## config.mk

```make
export PLATFORM = sky130hd
export DESIGN_NAME = sigma_delta_freq_dither_flat
export DESIGN_NICKNAME = d
export VERILOG_FILES = /design/src/rtl/core/sdfd_pkg.sv /design/src/rtl/core/sdfd_if.sv /design/src/rtl/core/sdfd_div.sv /design/src/rtl/core/sigma_delta_freq_dither.sv /design/src/flat_wrapper.sv
export SDC_FILE = /design/constraint.sdc
export NUM_CORES = 1
export LEC_CHECK = 0
export ABC_CLOCK_PERIOD_IN_PS = 5150
export BUFFER_PORTS_ARGS = -buffer_cell sky130_fd_sc_hd__buf_2
export CAP_MARGIN = 20
export CELL_PAD_IN_SITES_DETAIL_PLACEMENT = 0
export CELL_PAD_IN_SITES_GLOBAL_PLACEMENT = 1
export CORE_AREA = 8 8 176 178
export CTS_CLUSTER_SIZE = 28
export DETAILED_ROUTE_END_ITERATION = 10
export DIE_AREA = 0 0 184 186
export PLACE_DENSITY_LB_ADDON = 0.1
export REMOVE_ABC_BUFFERS = 1
export SLEW_MARGIN = 30
export SYNTH_ARGS = -nofsm -noshare
export SYNTH_HDL_FRONTEND = slang
export SYNTH_SLANG_ARGS = --single-unit
```

## constraint.sdc

```tcl
create_clock -name clk -period 5.15 [get_ports clk]
set_input_delay 0.2575 -clock clk [delete_from_list [all_inputs] [get_ports clk]]
set_output_delay 0.2575 -clock clk [all_outputs]
set_load 0.01 [all_outputs]
```

## src/rtl/core/sdfd_pkg.sv

```systemverilog
`timescale 1ns / 1ps
`default_nettype none
// ----------------------------------------------------------------------------
// Sigma-delta frequency dither package
// Shared sizes, the frequency level table and the divider request type.
// ----------------------------------------------------------------------------
package sdfd_pkg;

    localparam int NUM_LEVELS     = 8;
    localparam int ACC_FRAC_BITS  = 16;
    localparam int FREQ_FRAC_BITS = 8;

    localparam int LEVEL_W  = 10;
    localparam int TARGET_W = LEVEL_W + FREQ_FRAC_BITS;
    localparam int ACC_W    = ACC_FRAC_BITS + 1;
    localparam int IDX_W    = $clog2(NUM_LEVELS);
    localparam int CNT_W    = $clog2(ACC_FRAC_BITS + 1);

    localparam logic [LEVEL_W-1:0] LEVEL_TABLE [NUM_LEVELS] = '{
        10'd1020, 10'd918, 10'd816, 10'd714, 10'd612, 10'd510, 10'd408, 10'd306
    };

    localparam logic [LEVEL_W-1:0] LEVEL_RESET = 10'd918;

    function automatic logic [TARGET_W-1:0] to_q(input logic [LEVEL_W-1:0] level);
        to_q = TARGET_W'(level) << FREQ_FRAC_BITS;
    endfunction

    localparam logic [TARGET_W-1:0] TOP_Q    = to_q(LEVEL_TABLE[0]);
    localparam logic [TARGET_W-1:0] BOT_Q    = to_q(LEVEL_TABLE[NUM_LEVELS-1]);
    localparam logic [TARGET_W-1:0] RESET_Q  = to_q(LEVEL_RESET);

    typedef struct packed {
        logic                start;
        logic [TARGET_W-1:0] dividend;
        logic [TARGET_W-1:0] divisor;
    } div_req_t;

endpackage
`default_nettype wire

```

## src/rtl/core/sdfd_if.sv

```systemverilog
`timescale 1ns / 1ps
`default_nettype none
// ----------------------------------------------------------------------------
// Sigma-delta frequency dither channels
// Valid/ready channels for the tick input and the level result.
// ----------------------------------------------------------------------------
interface sdfd_tick_if;
    logic valid;
    logic ready;
    logic tick;

    modport source (output valid, output tick, input ready);
    modport sink (input valid, input tick, output ready);
endinterface

interface sdfd_level_if;
    import sdfd_pkg::*;
    logic               valid;
    logic               ready;
    logic [LEVEL_W-1:0] selected_freq_mhz;
    logic               chose_upper;
    logic               pinned;

    modport source (output valid, output selected_freq_mhz, output chose_upper,
                    output pinned, input ready);
    modport sink (input valid, input selected_freq_mhz, input chose_upper,
                  input pinned, output ready);
endinterface
`default_nettype wire

```

## src/rtl/core/sdfd_div.sv

```systemverilog
`timescale 1ns / 1ps
`default_nettype none
// ----------------------------------------------------------------------------
// Sigma-delta frequency dither serial divider
// Restoring divider that yields one fraction bit per cycle.
// ----------------------------------------------------------------------------
module sdfd_div
    import sdfd_pkg::*;
(
    input  wire logic                     clk,
    input  wire logic                     rst_n,
    input  wire div_req_t                 req,
    output logic                          done,
    output logic [ACC_FRAC_BITS-1:0]      quotient
);

    logic [TARGET_W-1:0]      rem_reg, rem_next;
    logic [TARGET_W-1:0]      den_reg;
    logic [ACC_FRAC_BITS-1:0] q_reg, q_next;
    logic [CNT_W-1:0]         cnt_reg, cnt_next;
    logic                     busy_reg, busy_next;
    logic                     done_reg, done_next;
    logic [TARGET_W:0]        shifted;
    logic                     take;

    assign shifted = {rem_reg, 1'b0};
    assign take    = shifted >= {1'b0, den_reg};

    always_comb
    begin
        rem_next  = rem_reg;
        q_next    = q_reg;
        cnt_next  = cnt_reg;
        busy_next = busy_reg;
        done_next = 1'b0;
        if (req.start)
        begin
            rem_next  = req.dividend;
            q_next    = '0;
            cnt_next  = CNT_W'(ACC_FRAC_BITS);
            busy_next = 1'b1;
        end
        else if (busy_reg)
        begin
            rem_next = take ? TARGET_W'(shifted - {1'b0, den_reg}) : TARGET_W'(shifted);
            q_next   = {q_reg[ACC_FRAC_BITS-2:0], take};
            cnt_next = CNT_W'(cnt_reg - 1'b1);
            if (cnt_reg == CNT_W'(1))
            begin
                busy_next = 1'b0;
                done_next = 1'b1;
            end
        end
    end

    always_ff @(posedge clk or negedge rst_n)
    begin
        if (!rst_n)
        begin
            busy_reg <= 1'b0;
            done_reg <= 1'b0;
            cnt_reg  <= '0;
        end
        else
        begin
            busy_reg <= busy_next;
            done_reg <= done_next;
            cnt_reg  <= cnt_next;
        end
    end

    always_ff @(posedge clk)
    begin
        rem_reg <= rem_next;
        q_reg   <= q_next;
        if (req.start)
        begin
            den_reg <= req.divisor;
        end
    end

    assign done     = done_reg;
    assign quotient = q_reg;

endmodule
`default_nettype wire

```

## src/rtl/core/sigma_delta_freq_dither.sv

```systemverilog
`timescale 1ns / 1ps
`default_nettype none
// ----------------------------------------------------------------------------
// Sigma-delta frequency dither
// Issues one table frequency level per tick, dithering between two levels.
// ----------------------------------------------------------------------------
// Each accepted transfer with tick set yields one level; tick clear yields
// none. A pinned target's level goes to the result registers and then to the
// output register. Otherwise a sequencer walks the level table one entry per
// cycle to find the bracket, then a serial divider produces the sixteen
// fraction bits one per cycle; the input is not ready until the result has
// moved to the output register, where it waits while the next tick is taken.
// A configuration write saturates the target and clears the accumulator.
module sigma_delta_freq_dither
    import sdfd_pkg::*;
(
    input  wire logic                clk,
    input  wire logic                rst_n,
    input  wire logic                cfg_we,
    input  wire logic [TARGET_W-1:0] cfg_wdata,
    sdfd_tick_if.sink                tick_ch,
    sdfd_level_if.source             level_ch
);

    typedef enum logic [3:0] {
        S_IDLE   = 4'b0001,
        S_SEARCH = 4'b0010,
        S_DIVIDE = 4'b0100,
        S_EMIT   = 4'b1000
    } state_t;

    state_t              state_reg, state_next;
    logic [TARGET_W-1:0] target_reg, target_next;
    logic [ACC_W-1:0]    acc_reg, acc_next;
    logic [LEVEL_W-1:0]  prev_lower_reg, prev_lower_next;
    logic [LEVEL_W-1:0]  prev_upper_reg, prev_upper_next;
    logic [IDX_W-1:0]    idx_reg, idx_next;
    logic [LEVEL_W-1:0]  lower_reg, lower_next;
    logic [LEVEL_W-1:0]  upper_reg, upper_next;
    logic [LEVEL_W-1:0]  res_level_reg, res_level_next;
    logic                res_upper_reg, res_upper_next;
    logic                res_pinned_reg, res_pinned_next;
    logic                out_valid_reg, out_valid_next;
    logic [LEVEL_W-1:0]  out_level_reg;
    logic                out_upper_reg;
    logic                out_pinned_reg;

    logic                in_xfer;
    logic                at_top;
    logic                at_bot;
    logic                out_free;
    logic                load_out;
    logic [LEVEL_W-1:0]  cand_level;
    logic [LEVEL_W-1:0]  cand_upper;
    logic                found;
    logic [ACC_W-1:0]    acc_sum;
    logic [TARGET_W-1:0] cfg_sat;
    div_req_t            div_req;
    logic                div_done;
    logic [ACC_FRAC_BITS-1:0] div_q;

    assign in_xfer    = tick_ch.valid && tick_ch.ready;
    assign at_top     = target_reg >= TOP_Q;
    assign at_bot     = target_reg <= BOT_Q;
    assign out_free   = !out_valid_reg || level_ch.ready;
    assign load_out   = (state_reg == S_EMIT) && out_free;
    assign cand_level = LEVEL_TABLE[idx_reg];
    assign cand_upper = LEVEL_TABLE[IDX_W'(idx_reg - 1'b1)];
    assign found      = (to_q(cand_level) <= target_reg) ||
                        (idx_reg == IDX_W'(NUM_LEVELS - 1));
    assign acc_sum    = ACC_W'(acc_reg + ACC_W'(div_q));
    assign cfg_sat    = (cfg_wdata < BOT_Q) ? BOT_Q :
                        (cfg_wdata > TOP_Q) ? TOP_Q : cfg_wdata;

    assign div_req.start    = (state_reg == S_SEARCH) && found;
    assign div_req.dividend = TARGET_W'(target_reg - to_q(cand_level));
    assign div_req.divisor  = to_q(LEVEL_W'(cand_upper - cand_level));

    sdfd_div u_div (
        .clk      (clk),
        .rst_n    (rst_n),
        .req      (div_req),
        .done     (div_done),
        .quotient (div_q)
    );

    always_comb
    begin
        state_next      = state_reg;
        target_next     = target_reg;
        acc_next        = acc_reg;
        prev_lower_next = prev_lower_reg;
        prev_upper_next = prev_upper_reg;
        idx_next        = idx_reg;
        lower_next      = lower_reg;
        upper_next      = upper_reg;
        res_level_next  = res_level_reg;
        res_upper_next  = res_upper_reg;
        res_pinned_next = res_pinned_reg;
        out_valid_next  = out_valid_reg;

        if (level_ch.ready)
        begin
            out_valid_next = 1'b0;
        end
        if (load_out)
        begin
            out_valid_next = 1'b1;
        end

        case (state_reg)
            S_IDLE:
            begin
                if (in_xfer && tick_ch.tick)
                begin
                    if (at_top || at_bot)
                    begin
                        res_level_next  = at_top ? LEVEL_TABLE[0] : LEVEL_TABLE[NUM_LEVELS-1];
                        res_upper_next  = 1'b0;
                        res_pinned_next = 1'b1;
                        state_next      = S_EMIT;
                    end
                    else
                    begin
                        idx_next   = IDX_W'(1);
                        state_next = S_SEARCH;
                    end
                end
            end
            S_SEARCH:
            begin
                if (found)
                begin
                    lower_next = cand_level;
                    upper_next = cand_upper;
                    if (cand_level != prev_lower_reg || cand_upper != prev_upper_reg)
                    begin
                        acc_next        = '0;
                        prev_lower_next = cand_level;
                        prev_upper_next = cand_upper;
                    end
                    state_next = S_DIVIDE;
                end
                else
                begin
                    idx_next = IDX_W'(idx_reg + 1'b1);
                end
            end
            S_DIVIDE:
            begin
                if (div_done)
                begin
                    res_pinned_next = 1'b0;
                    res_upper_next  = acc_sum[ACC_FRAC_BITS];
                    res_level_next  = acc_sum[ACC_FRAC_BITS] ? upper_reg : lower_reg;
                    acc_next        = {1'b0, acc_sum[ACC_FRAC_BITS-1:0]};
                    state_next      = S_EMIT;
                end
            end
            S_EMIT:
            begin
                if (out_free)
                begin
                    state_next = S_IDLE;
                end
            end
            default:
            begin
                state_next = S_IDLE;
            end
        endcase

        if (cfg_we)
        begin
            target_next     = cfg_sat;
            acc_next        = '0;
            prev_lower_next = '0;
            prev_upper_next = '0;
        end
    end

    always_ff @(posedge clk or negedge rst_n)
    begin
        if (!rst_n)
        begin
            state_reg      <= S_IDLE;
            target_reg     <= RESET_Q;
            acc_reg        <= '0;
            prev_lower_reg <= '0;
            prev_upper_reg <= '0;
            out_valid_reg  <= 1'b0;
        end
        else
        begin
            state_reg      <= state_next;
            target_reg     <= target_next;
            acc_reg        <= acc_next;
            prev_lower_reg <= prev_lower_next;
            prev_upper_reg <= prev_upper_next;
            out_valid_reg  <= out_valid_next;
        end
    end

    always_ff @(posedge clk)
    begin
        idx_reg        <= idx_next;
        lower_reg      <= lower_next;
        upper_reg      <= upper_next;
        res_level_reg  <= res_level_next;
        res_upper_reg  <= res_upper_next;
        res_pinned_reg <= res_pinned_next;
        if (load_out)
        begin
            out_level_reg  <= res_level_reg;
            out_upper_reg  <= res_upper_reg;
            out_pinned_reg <= res_pinned_reg;
        end
    end

    assign tick_ch.ready              = (state_reg == S_IDLE);
    assign level_ch.valid             = out_valid_reg;
    assign level_ch.selected_freq_mhz = out_level_reg;
    assign level_ch.chose_upper       = out_upper_reg;
    assign level_ch.pinned            = out_pinned_reg;

`ifndef SYNTHESIS
    // The accumulator never holds a value of one or more between ticks.
    assert property (@(posedge clk) disable iff (!rst_n)
        !acc_reg[ACC_FRAC_BITS])
        else $error("accumulator left at or above one");

    // The divider only finishes while the sequencer waits for it.
    assert property (@(posedge clk) disable iff (!rst_n)
        div_done |-> (state_reg == S_DIVIDE))
        else $error("divider finished outside the divide phase");

    // A tick with the target strictly inside the table starts a bracket search.
    assert property (@(posedge clk) disable iff (!rst_n)
        (in_xfer && tick_ch.tick && !at_top && !at_bot) |=> (state_reg == S_SEARCH))
        else $error("inner target did not start a search");

    // A pinned result never reports an upper choice.
    assert property (@(posedge clk) disable iff (!rst_n)
        level_ch.valid |-> !(level_ch.pinned && level_ch.chose_upper))
        else $error("pinned result flagged as upper choice");
`endif

endmodule
`default_nettype wire

```

## src/flat_wrapper.sv

```systemverilog
// flat-port wrapper written by rule: the top's interface ports become plain ports
module sigma_delta_freq_dither_flat import sdfd_pkg::*;
  (clk, rst_n, cfg_we, cfg_wdata, tick_ch_valid, tick_ch_tick, tick_ch_ready, level_ch_valid, level_ch_selected_freq_mhz, level_ch_chose_upper, level_ch_pinned, level_ch_ready);
  sdfd_tick_if tick_ch_i ();
  sdfd_level_if level_ch_i ();
  input  wire logic clk;
  input  wire logic rst_n;
  input  wire logic cfg_we;
  input  wire logic [TARGET_W-1:0] cfg_wdata;
  input wire logic [$bits(tick_ch_i.valid)-1:0] tick_ch_valid;
  input wire logic [$bits(tick_ch_i.tick)-1:0] tick_ch_tick;
  output wire logic [$bits(tick_ch_i.ready)-1:0] tick_ch_ready;
  output wire logic [$bits(level_ch_i.valid)-1:0] level_ch_valid;
  output wire logic [$bits(level_ch_i.selected_freq_mhz)-1:0] level_ch_selected_freq_mhz;
  output wire logic [$bits(level_ch_i.chose_upper)-1:0] level_ch_chose_upper;
  output wire logic [$bits(level_ch_i.pinned)-1:0] level_ch_pinned;
  input wire logic [$bits(level_ch_i.ready)-1:0] level_ch_ready;
  assign tick_ch_i.valid = tick_ch_valid;
  assign tick_ch_i.tick = tick_ch_tick;
  assign tick_ch_ready = tick_ch_i.ready;
  assign level_ch_valid = level_ch_i.valid;
  assign level_ch_selected_freq_mhz = level_ch_i.selected_freq_mhz;
  assign level_ch_chose_upper = level_ch_i.chose_upper;
  assign level_ch_pinned = level_ch_i.pinned;
  assign level_ch_i.ready = level_ch_ready;
  sigma_delta_freq_dither u_core (.clk(clk), .rst_n(rst_n), .cfg_we(cfg_we), .cfg_wdata(cfg_wdata), .tick_ch(tick_ch_i), .level_ch(level_ch_i));
endmodule
```

-- Yosys cells after proc, flatten, opt, wreduce, memory -nomap -nowiden
Memories as Yosys holds them, arrays and structs flattened.
Index checks and enable logic that the tools add are counted.
- output and inout port bits: 14
- bits of input ports: 24
- flip-flop bits (word level): 158
- word-level logic and storage cells: 137
- memories kept: 2
- memory bits (read-only): 160
- magnitude comparators: 8
- bitwise operators: 2
- reduce and logical (&&, ||, !) cells: 23
- muxes and demuxes: 56
- eq/ne operators: 18
- add/subtract/negate cells: 7
- memory list (name ; depth ; bits a word ; rd ports ; clocked after memory_dff ; wr ports ; RTL line ; source):
    (name not given) ; 8 ; 10 ; 1 ; 0 ; 0 ; sigma_delta_freq_dither.sv:67 ; assign cand_level = LEVEL_TABLE[idx_reg];
    (name not given) ; 8 ; 10 ; 1 ; 0 ; 0 ; sigma_delta_freq_dither.sv:68 ; assign cand_upper = LEVEL_TABLE[IDX_W'(idx_reg - 1'b1)];
- operators with widths (cell ; number):
    $mux 10 ; 17
    $mux 18 ; 5
    $mux 17 ; 4
    $sub 18x18->18 ; 2
    $pmux 17 s2 ; 1
    $mux 4 ; 5
    $ne 10x10->1 ; 2
    $pmux 10 s2 ; 1
    $ge 19x18->1 ; 1
    $ge 18x18->1 const B ; 1
    $gt 18x18->1 const B ; 1
    $le 18x17->1 const B ; 1
    $le 18x18->1 ; 1
    $lt 18x17->1 const B ; 1
    $add 17x16->17 ; 1
    $pmux 4 s4 ; 1
    $reduce_and 4->1 ; 4
    $mux 1 ; 14
    $reduce_bool 2->1 ; 7
    $mux 5 ; 2
    $ne 2x2->1 const B ; 5
    $sub 10x10->10 ; 1
    $mux 3 ; 3
    $ge 4x4->1 const B ; 2
    21 further kinds ; 31

-- Depth between registers and ports, before layout
- depth in word-level cells: 11
- depth in mapped cells: 18
- depth with buffers taken out: 14

-- Modules after synthesis
Synthesis repeated with hierarchy kept, for this count alone.
- cell total of the unflattened synthesis: 907
- area, all modules: 9316.4 sq um
- modules (own cells, without submodules) (module ; area each (sq um) ; instances ; cells each ; seq. area each (sq um)):
    sigma_delta_freq_dither ; 5839.4 ; 1 ; 575 ; 2556.2
    sdfd_div ; 3477.1 ; 1 ; 332 ; 1576.5

-- Worst setup path after synthesis
No wires, ideal clock.
- path type: reg2reg
- start point: register u_core.idx_reg[1]
- end point: register u_core.lower_reg[1], enable pin
- buffers on the path: 4
- cell stages (with the launch flop): 17
- clock period less this slack: 4.388 ns
- arrival: 3.992 ns
- path slack: 0.762 ns
- cell sequence: edfxtp_1 -> buf_4 -> inv_1 -> ha_1 -> buf_2 -> clkbuf_1 -> nand2b_1 -> a21boi_0 -> inv_1 -> ha_1 -> o21a_1 -> a21boi_0 -> a2111oi_0 -> o21ai_0 -> nand2_1 -> inv_1 -> buf_1
- longest elaborated chain between the ends: 7
- elaborated cells on any way between the ends: 8
- RTL lines (item ; RTL line ; source):
    start, declared ; sigma_delta_freq_dither.sv:37 ; logic [IDX_W-1:0] idx_reg, idx_next;
    start signal, assigned ; sigma_delta_freq_dither.sv:206 ; idx_reg <= idx_next;
    $not 3->4 (not written as such) ; sigma_delta_freq_dither.sv:67 ;
    $mem_v2 8x10 ; - ;
    $mux 10 (not written as such) (2 in series) ; sigma_delta_freq_dither.sv:67 ;
    named net u_core.cand_level[7] ; sigma_delta_freq_dither.sv:53 ; logic [LEVEL_W-1:0] cand_level;
    $le 18x18->1 ; sigma_delta_freq_dither.sv:69 ; assign found = (to_q(cand_level) <= target_reg) ||
    $logic_or 1x1->1 ; sigma_delta_freq_dither.sv:69 ;
    $reduce_and 2->1 (no source line) ; - ;
    end signal, assigned ; sigma_delta_freq_dither.sv:207 ; lower_reg <= lower_next;
    end, declared ; sigma_delta_freq_dither.sv:38 ; logic [LEVEL_W-1:0] lower_reg, lower_next;
The timed path passes the listed nets, and every way through them passes these cells. The select of a mux whose other input is x is not followed.
A chain may end at the register's enable or synchronous reset.

-- Final worst setup path
- start point: register u_core.idx_reg[0]
- end point: register u_core.acc_reg[2]
- longest elaborated chain between the ends: 9
- elaborated cells on any way between the ends: 18
- RTL lines (item ; RTL line ; source):
    branches (longest 8 deep; another with $le 18x18->1) ; - ;
    $reduce_and 4->1 (no source line) * ; - ;
    end signal, assigned ; sigma_delta_freq_dither.sv:197 ; acc_reg <= acc_next;
    end, declared ; sigma_delta_freq_dither.sv:34 ; logic [ACC_W-1:0] acc_reg, acc_next;
Every way passes the cells marked *. The select of a mux whose other input is x is not followed.

==> results.yml <==
outcome:
  run_status: "completed"
place:
  hpwl_um: 15900
  gp_congestion: 0.828
  preCtsSetupSlack_ns: 0.932
  place.port_buffers: 36
  placed_area_um2: 8920
detailed_routing:
  ant_nets: 0
  drcViolationCount: 0
  drt_wl_total_um: 21800
  first_iter_violations: 379
  avgRoutedWirePerCell_um: 17.5
  avgViaCountPerCell: 4.88
  drtPass1Iterations: 7
  via_count: 6084
yosys:
  synthCells: 820
  synth-seq-area-share: 0.456
  synth_top_area_cell: "edfxtp_1"
  synthArstFlopShare: 0.437
  synth.top_cell.area_share: 0.231
  synth-edff-count: 64
  synth-seq-cells: 142
  synthTopCellsByArea: "edfxtp_1 23%, dfrtp_1 17%, ha_1 6.9%"
  synthFlopType: "edfxtp_1"
  synthesis.area_um2: 8340
  avgSynthCellArea_um2: 10.2
  yosysWarnings: 0
  synth_cell_type_count: 77
clock_network:
  cts.clk_slew.worst_paths_ns: 0.07
  h-tree-depth: 4
  clk_latency_ns: 0.43
  cts_buffers: 17
  cts_max_path_buffers: 2
  clock-sinks: 142
  tritoncts: "yes"
  ctsResizeCount: 0
  root_buffer: "clkbuf_16"
power_and_ir_drop:
  powerDensity_nw_per_um2: 494
  p_leak_nw: 3.98
  vdd_ir_drop_max_v: 0.000241
cells_and_area:
  drive_gt1_frac: 0.145
  n_antenna_cell: 0
  fillers: 2921
  areaGrowthSynthToFinish_pct: 15.0
  layout.nets: 922
  final_area_um2: 9590
  final_core_util: 0.340
global_routing:
  overflow: 0
  track_usage: 0.133
  antenna_found_initial: 0
  grt_pass1_wl_um: 35500
  grt_pass1_vias: 6377
  grt_max_degree: 63
floorplanning:
  dieArea_um2: 34200
  initial_core_util: 0.295
  die_x_um: 184
  rows: 62
  core-area_um2: 28200
  fp.dieH_um: 186
  io_pins: 38
timing:
  hold_viol_final: 0
  min_period_ns: 4.21
  period_share: 0.818
  setup_ws_ns: 0.938
  setup_viol: 0
  slew_violations: 0
  tns_ns: 0
  whs_ns: 0.0279
  grt_setup_unrepaired: "false"
  maxSlewHeadroom: 0.419
  fin_skew_ns: 0.0143
  worst_pin_slew_ns: 0.870
  timing.fmax_mhz: 237
setup_path:
  critical_path.max_fanout: 20
  critPathKind: "flop to flop"
  cp-start-kind: "flop"
  crit_arrival_ns: 4.52
  critical_path_required_ns: 5.45
  cp-end-kind: "flop"
flow_run:
  maxCapViolCount: 0
hold_path:
  hp-class: "input pin to flop"
[cells in the mapped netlist (3+ instances only)]
library cell  number
a211o_1            3
a211oi_1          10
a21boi_0           5
a21o_1             8
a21oi_1           52
a22oi_1           11
a311oi_1           3
a31oi_1            6
and2_1             5
and3_1             5
buf_2              7
buf_4              4
clkbuf_1          27
dfrtp_1           55
dfstp_2            7
dfxtp_1           16
edfxtp_1          64
fa_1               3
ha_1              46
inv_1             58
mux2_2             7
mux2_4             8
mux2i_1           31
nand2_1           63
nand2b_1          12
nand3_1           11
nand3b_1           7
nand4_1            8
nor2_1            64
nor2b_1           15
nor3_1             7
nor4_1             8
nor4b_1            5
o2111ai_1          4
o211ai_1           5
o21a_1             5
o21ai_0           42
o21bai_1           7
o22a_1             3
o22ai_1            6
o311ai_0           8
o31ai_1            7
or2_2              3
xnor2_1           31
xor2_1            20
[power by group]
| group | switching (mW) | internal, mW | leakage (nW) |
|---|---|---|---|
| Sequential | 0.199 | 1.49 | 1.51 |
| Combinational | 1.02 | 0.697 | 2.17 |
| Clock | 0.584 | 0.750 | 0.306 |
| Total | 1.81 | 2.93 | 3.98 |
[layout by cell type, fill, tap and decap left out, types with 8 or more instances in the layout]
cell,count
a211oi_1,10
buf_4,15
ha_1,46
buf_2,36
nand2b_1,12
nor2_1,64
xnor2_1,31
dfrtp_1,54
inv_1,57
mux2_4,8
o21ai_0,42
edfxtp_1,64
a21oi_1,52
mux2i_1,31
clkbuf_16,17
dfxtp_1,16
a22oi_1,11
nor2b_1,15
nand2_1,63
o311ai_0,8
xor2_1,20
a21o_1,8
nand3_1,11
nand4_1,8
[metal layers]
metal  track usage  part of all wire
met4        0.0400             0.014
met2         0.225              0.48
met1         0.169              0.48
met3        0.0285             0.032
met5             0                 0
[worst paths after layout]
| kind | from | to | slack, ns | depth (start not counted) |
|---|---|---|---|---|
| max in group asynchronous | rst_n | u_core.target_reg[2] | 4.23 | 3 |
| min | cfg_wdata[17] | u_core.target_reg[16] | 0.03 | 2 |
| min reg2reg | u_core.res_upper_reg | u_core.level_ch.chose_upper | 0.42 | 0 |
| min in group asynchronous | rst_n | u_core.acc_reg[6] | 0.45 | 3 |
| max reg2reg | u_core.idx_reg[0] | u_core.acc_reg[2] | 0.94 | 12 |
| max | u_core.idx_reg[0] | u_core.acc_reg[2] | 0.94 | 12 |
[cells by family after synthesis]
kind of cell             Yosys count  share of synthesized area
AND/OR/NAND/NOR                  223                      0.134
AO/OA/AOI/OAI                    202                      0.158
flip-flops                       142                      0.456
buffers and inverters            103                     0.0534
XOR/XNOR                          52                     0.0555
adder cells (fa/ha/maj)           49                     0.0763
multiplexers                      48                     0.0654
other                              1                   0.000450
[layout make-up]
cell class	count	area (um2)	share of cell area
Timing Repair Buffer	53	314	0.0328
Tap cell	384	480	0.0501
Inverter	60	228	0.0238
Clock inverter	15	219	0.0228
Clock buffer	17	425	0.0444
Sequential cell	142	3800	0.397
Multi-Input combinational cell	575	4120	0.429
[metrics by stage]
stage	power (mW)	instances
after floorplan	2.90	777
after global placement	3.41	1213
after CTS	4.80	1245
after global routing	5.06	1246
after detailed placement	3.43	1213
final	4.74	1246
[repair_timing]
action / 4_1_cts / 5_1_grt
hold buffers: 0 / 1
endpoints found under the hold margin: 0 / 19
setup buffers: 0 / 0
[critical path: stages, from the launching register on]
cell and delay [ns]:
edfxtp_1 0.42, buf_4 0.25, ha_1 0.34, mux2i_1 0.35, inv_1 0.12, ha_1 0.35, nand4_1 0.14, nor2_1 0.06
a2111oi_0 0.35, o21ai_0 0.25, nor3b_1 0.33, a211o_1 0.71, mux2_2 0.41
Note: power is estimated with default switching activity, not from simulation.
